$ cat src/rtl/spa_pkg.sv
// Shared types and constants for the slab pool allocator.
`timescale 1ns / 1ps

package spa_pkg;

    localparam int NUM_BLOCKS = 16;
    localparam int MAX_SLOTS  = 64;
    localparam int BLK_W      = $clog2(NUM_BLOCKS);
    localparam int SLOT_W     = $clog2(MAX_SLOTS);
    localparam int BPTR_W     = BLK_W + 1;
    localparam int SPTR_W     = SLOT_W + 1;
    localparam int SIDX_W     = BLK_W + SLOT_W;
    localparam int CNT_W      = 11;
    localparam int SPB_W      = 7;
    localparam int PADDR_W    = 3;

    localparam logic [BPTR_W-1:0] NO_BLOCK = BPTR_W'(NUM_BLOCKS);
    localparam logic [SPTR_W-1:0] NO_SLOT  = SPTR_W'(MAX_SLOTS);
    localparam logic [SPB_W-1:0]  SPB_RESET = 7'd10;
    localparam logic [SPB_W-1:0]  SPB_MAX   = SPB_W'(MAX_SLOTS);

    // Register index of slots_per_block.
    localparam logic [PADDR_W-3:0] REG_SPB = '0;

    localparam logic [1:0] STATUS_OK       = 2'd0;
    localparam logic [1:0] STATUS_NO_BLOCK = 2'd1;
    localparam logic [1:0] STATUS_BAD_REL  = 2'd2;

    typedef enum logic [1:0] {
        LIST_EMPTY   = 2'd0,
        LIST_PARTIAL = 2'd1,
        LIST_FULL    = 2'd2
    } list_t;

    typedef struct packed {
        logic [SPB_W-1:0]  free_slots;
        logic [SPB_W-1:0]  bump;
        logic [SPTR_W-1:0] fl_head;
        logic [BPTR_W-1:0] prev;
        logic [BPTR_W-1:0] next;
    } blk_rec_t;

    typedef struct packed {
        logic              in_use;
        logic [SPTR_W-1:0] fl_link;
    } slot_rec_t;

endpackage

$ cat src/rtl/spa_cfg.sv
// Configuration register port holding slots_per_block.
`timescale 1ns / 1ps

module spa_cfg (
    input  logic                        aclk,
    input  logic                        aresetn,
    input  logic                        psel,
    input  logic                        penable,
    input  logic                        pwrite,
    input  logic [spa_pkg::PADDR_W-1:0] paddr,
    input  logic [31:0]                 pwdata,
    output logic [31:0]                 prdata,
    output logic                        pready,
    input  logic                        lock,
    output logic [spa_pkg::SPB_W-1:0]   spb
);
    import spa_pkg::*;

    logic [SPB_W-1:0] spb_reg;
    logic [SPB_W-1:0] spb_next;
    logic [SPB_W-1:0] wval;

    // Zero reads as one and anything above the slot limit saturates.
    always_comb begin
        wval = pwdata[SPB_W-1:0];
        if (wval == '0) begin
            wval = SPB_W'(1);
        end else if (wval > SPB_MAX) begin
            wval = SPB_MAX;
        end
        spb_next = spb_reg;
        if (psel && penable && pwrite && !lock && paddr[PADDR_W-1:2] == REG_SPB) begin
            spb_next = wval;
        end
    end

    always_ff @(posedge aclk) begin
        if (!aresetn) begin
            spb_reg <= SPB_RESET;
        end else begin
            spb_reg <= spb_next;
        end
    end

    assign pready = 1'b1;
    assign prdata = (paddr[PADDR_W-1:2] == REG_SPB) ? {25'd0, spb_reg} : 32'd0;
    assign spb    = spb_reg;

endmodule

$ cat config.mk
export PLATFORM = sky130hd
export DESIGN_NAME = spa_cfg
export DESIGN_NICKNAME = d
export VERILOG_FILES = /design/src/rtl/spa_pkg.sv /design/src/rtl/spa_cfg.sv
export SDC_FILE = /design/constraint.sdc
export NUM_CORES = 1
export LEC_CHECK = 0
export BUFFER_PORTS_ARGS = -buffer_cell sky130_fd_sc_hd__buf_2
export CORE_MARGIN = 5
export CORE_UTILIZATION = 32
export CTS_CLUSTER_SIZE = 12
export DETAILED_ROUTE_END_ITERATION = 10
export PLACE_DENSITY = 0.85
export SETUP_SLACK_MARGIN = 0.02
export SLEW_MARGIN = 20
export SYNTH_ARGS = -nofsm -noshare
export SYNTH_HDL_FRONTEND = slang
export SYNTH_SLANG_ARGS = --single-unit
$ cat constraint.sdc
create_clock -name aclk -period 2.92 [get_ports aclk]
set_input_delay 0.292 -clock aclk [delete_from_list [all_inputs] [get_ports aclk]]
set_output_delay 0.292 -clock aclk [all_outputs]
set_load 0.005 [all_outputs]
Word level (Yosys, flattened, before mapping)
Cells that the tools add are included.

operators by class
  order comparisons = 1
  muxes and demuxes = 3
  reduce and logical (&&, ||, !) cells = 6
  bitwise gates (word level) = 1

operators by type and width
  cell                count
  $mux 7              3
  $gt 7x7->1 const B  1
  $logic_not 7->1     1
  $logic_and 1x1->1   4
  $logic_not 1->1     1
  $not 1->1           1

word-level totals
  input bits = 41
  logic and storage cells = 12
  register bits after elaboration = 7
  output and inout bits = 40

Logic depth before layout (Yosys ltp)
  depth in word-level cells = 4
  gate-level depth with buffers = 3
  gate-level depth less buffers = 3

Least setup slack after synthesis
Ideal clock, no wire load.

  path type = input-to-reg
  start = input pwdata[2]
  end = register spb_reg[0] (netlist: spb[0])
  path buffers = 0
  library setup time = 0.060 ns
  required time = 2.860 ns
  cell stages on the path = 3
  setup slack = 1.735 ns
  data arrival time = 1.125 ns
  cells stage by stage = or4_4 > nor4_2 > o221a_1

between the ends
  word-level cells in the longest chain between the ends = 3
  elaborated cells on any way between the ends = 4
  classes of those cells = 1 x order compare; 2 x mux; 1 x reduce/logical

ends and longest elaborated chain
  element               line           source
  start, declared       spa_cfg.sv:11  input logic [31:0] pwdata,
  $gt 7x7->1            spa_cfg.sv:28  end else if (wval > SPB_MAX) begin
  $mux 7                spa_cfg.sv:28
  $mux 7 (*)            spa_cfg.sv:26  if (wval == '0) begin
  end signal, assigned  spa_cfg.sv:41  spb_reg <= spb_next;
  end, declared         spa_cfg.sv:19  logic [SPB_W-1:0] spb_reg;

Mark *: on every way between the ends. The rest lies on a longest branch, timed or not.
A chain may end at the register's enable or synchronous reset.

Worst setup path in the final report
  start = register spb_reg[2] (netlist: spb[2])
  end = output prdata[2]

between the ends
  word-level cells in the longest chain between the ends = 1

ends and longest elaborated chain
  element        line           source
  $mux 7         spa_cfg.sv:46  assign prdata = (paddr[PADDR_W-1:2] == REG_SPB) ? {25'd0, spb_reg} : 32'd0;
  end, declared  spa_cfg.sv:12  output logic [31:0] prdata,

Every way passes these cells.

==> flow_summary_export.csv <==
group,metric,value,unit
logic_synthesis,synth.top_cell.area_share,34.29,%
finish,final_cell_area,653.1,sq um
sta,hold_viol,0,
pwr,ir_drop,0.0001867,V
sta,timing.hold.ws,0.3118,ns
finish,drive_gt1_share,34.02,%
worst_setup_path,worst-endpoint-arrival,0.84,ns
placement,placed_cells,118,
clock_tree,numCtsBuffers,3,
placement,placed_area,626.9,sq um
logic_synthesis,syn_avg_cell_area,8.251,sq um
pwr,p_comb_share,16.2,%
die,rows,15,
logic_synthesis,synth-async-reset-ratio,0,%
placement,gp_congestion,0.6700,
pwr,total_power,0.2234,mW
worst_setup_path,critPathKind,"flip-flop to output pin",
global_routing,grt_use_total,8.902,%
finish,antenna_cells,0,
finish,layout.nets,139,
pwr,seqPwrFrac,43.8,%
clock_tree,cts_hold_buf,0,
hold_path,hold_end,"spb[2]",
die,die_w,52.18,um
logic_synthesis,netlist_area,569.3,sq um
clock_tree,clock_sinks,7,
pwr,intPower,0.1625,mW
die,fp.dieH,52.18,um
placement,portBuffers,27,
run,max_cap_violations,0,
finish,finalNonFillerCells,122,
placement,post-place-ws,1.554,ns
clock_tree,htreeDepth,1,
global_routing,grt_max_degree,12,
sta,min_period,1.127,ns
clock_tree,cts_tree,"built",
sta,setup_slack,1.793,ns
logic_synthesis,postSynthCellCount,69,
clock_tree,path_clk_slew,0.06,ns
worst_setup_path,rr_endpoint,"spb[0]",
sta,fmax,887.0,MHz
global_routing,antenna_found_initial,0,
global_routing,first_global_vias,407,
finish,final_util,38.24,%
die,ios,81,
pwr,p_switching,0.06088,mW
sta,rsz0062_at_grt,"false",
status,outcome,"completed",
global_routing,grt_pass1_wl,1.745,mm
logic_synthesis,synth_area_leader_cell,"buf_4",
clock_tree,clockBufferDepth,2,
worst_setup_path,end_kind,"output pin",
hold_path,holdCritPathClass,"input port to flip-flop",
worst_setup_path,r2r_cells,1,
finish,area_delta_synth_final,14.73,%
global_routing,gr-total-overflow,0,
sta,fin_crit_sh,38.61,%
worst_setup_path,timing.rr.start,"spb[0]",
route,drt-pass1-iter-count,2,
worst_setup_path,cp.required,2.63,ns
route,drcViolationCount,0,
pwr,p_clk_share,40.0,%
die,start_util,33.33,%
placement,post-dp-hpwl,1.075,mm
worst_setup_path,crit_path_start_kind,"flip-flop",
sta,skew,0,ns
clock_tree,clk_latency,0.25,ns
logic_synthesis,synth_edf_count,0,
hold_path,hold_depth,3,
clock_tree,cts_resized,0,
logic_synthesis,synthTopCellsByArea,"buf_4, dfxtp_1, nor2b_1",
route,routedWlPerCell,10.20,um
pwr,sw_frac_of_total,27.25,%
logic_synthesis,ys.flop_type,"dfxtp_1",
route,wl,1.244,mm
route,drt-vias-per-instance,3.902,
logic_synthesis,ys_ff_latch,7,
sta,totalNegativeSetupSlack,0,ns
hold_path,worstHoldStart,"pwdata[2]",
logic_synthesis,ys_seq_area_share,24.62,%
pwr,power.leakage,0.3333,nW
clock_tree,post_cts_buffers,0,
route,vias,476,
route,drtAntennaViolNets,0,
pwr,power_density,342.1,mW/mm^2
logic_synthesis,synth_cell_types,18,
worst_setup_path,rrSetupSlack,2.24,ns
logic_synthesis,ys_warn_count,0,
clock_tree,root_buffer,"clkbuf_4",
sta,slew_violations,0,
finish,largest_register_ffs,7,
die,dieArea,0.002723,sq mm
sta,setup_viol,0,
worst_setup_path,cp_max_fo,3,
route,drt_iter0_markers,2,
die,core-area,0.001708,sq mm
## synthesized netlist by cell type, types with 2 or more instances
| master | number |
|---|---|
| nand2_1 | 7 |
| conb_1 | 2 |
| mux2i_1 | 4 |
| o21ai_0 | 2 |
| buf_4 | 26 |
| o311ai_0 | 2 |
| nand3b_1 | 2 |
| dfxtp_1 | 7 |
| nand3_1 | 2 |
| nor2b_1 | 7 |
## cell usage in the layout, fill, tap and decap left out, types with 3 or more instances in the layout
master / instances
buf_2: 27
nand2_1: 7
dfxtp_1: 7
conb_1: 26
nor2b_1: 7
mux2i_1: 4
clkbuf_4: 3
## worst max-delay path, stage by stage, from the launching register on
cell and delay [ns]:
dfxtp_1 0.34, nor2b_1 0.13, buf_2 0.11
## cells by family (layout without fill, tap and decap cells)
kind of cell | count (synthesis) | in the layout | share of synthesized area, %
buffers and inverters | 28 | 32 | 35.60
AND/OR/NAND/NOR | 22 | 22 | 23.08
flip-flops | 7 | 7 | 24.61
AO/OA/AOI/OAI | 6 | 6 | 8.352
multiplexers | 4 | 4 | 7.033
other | 2 | 26 | 1.319
## power by group through the flow
stage,sequential (mW),clock [mW],combinational [mW]
floorplan,0.0999,0,0.0436
global placement,0.0998,0,0.0343
detailed placement,0.0999,0,0.0354
CTS,0.0979,0.0905,0.0354
global route,0.0980,0.0979,0.0410
finish,0.0978,0.0893,0.0363
## worst max path at each step
stage	cells past startpoint	slack, ns	start	to
after floorplan	3	1.74	pwdata[2]	spb[0]
after global placement	4	1.60	pwdata[2]	spb[0]
after detailed placement	4	1.55	pwdata[2]	spb[0]
after CTS	2	1.78	spb[0]	prdata[0]
after global routing	2	1.71	spb[0]	prdata[0]
final	2	1.79	spb[2]	prdata[2]
## per-layer routing
metal / share of wire (%) / vias to the layer above / routed length, um / track usage [%]
met5: 0 / - / 0 / 0
met4: 0 / 0 / 0 / 1.277
met3: 16 / 0 / 204 / 7.692
met2: 51 / 29 / 632 / 14.64
met1: 33 / 214 / 407 / 8.636
li1: - / 233 / - / -
## cell type report
class,count,area [sq um]
Fill cell,190,1055
Multi-Input combinational cell,58,316.6
Sequential cell,7,140.1
Timing Repair Buffer,27,135.1
Tap cell,25,31.28
Clock buffer,4,26.28
Inverter,1,3.754
(Power assumes the default switching activity.)
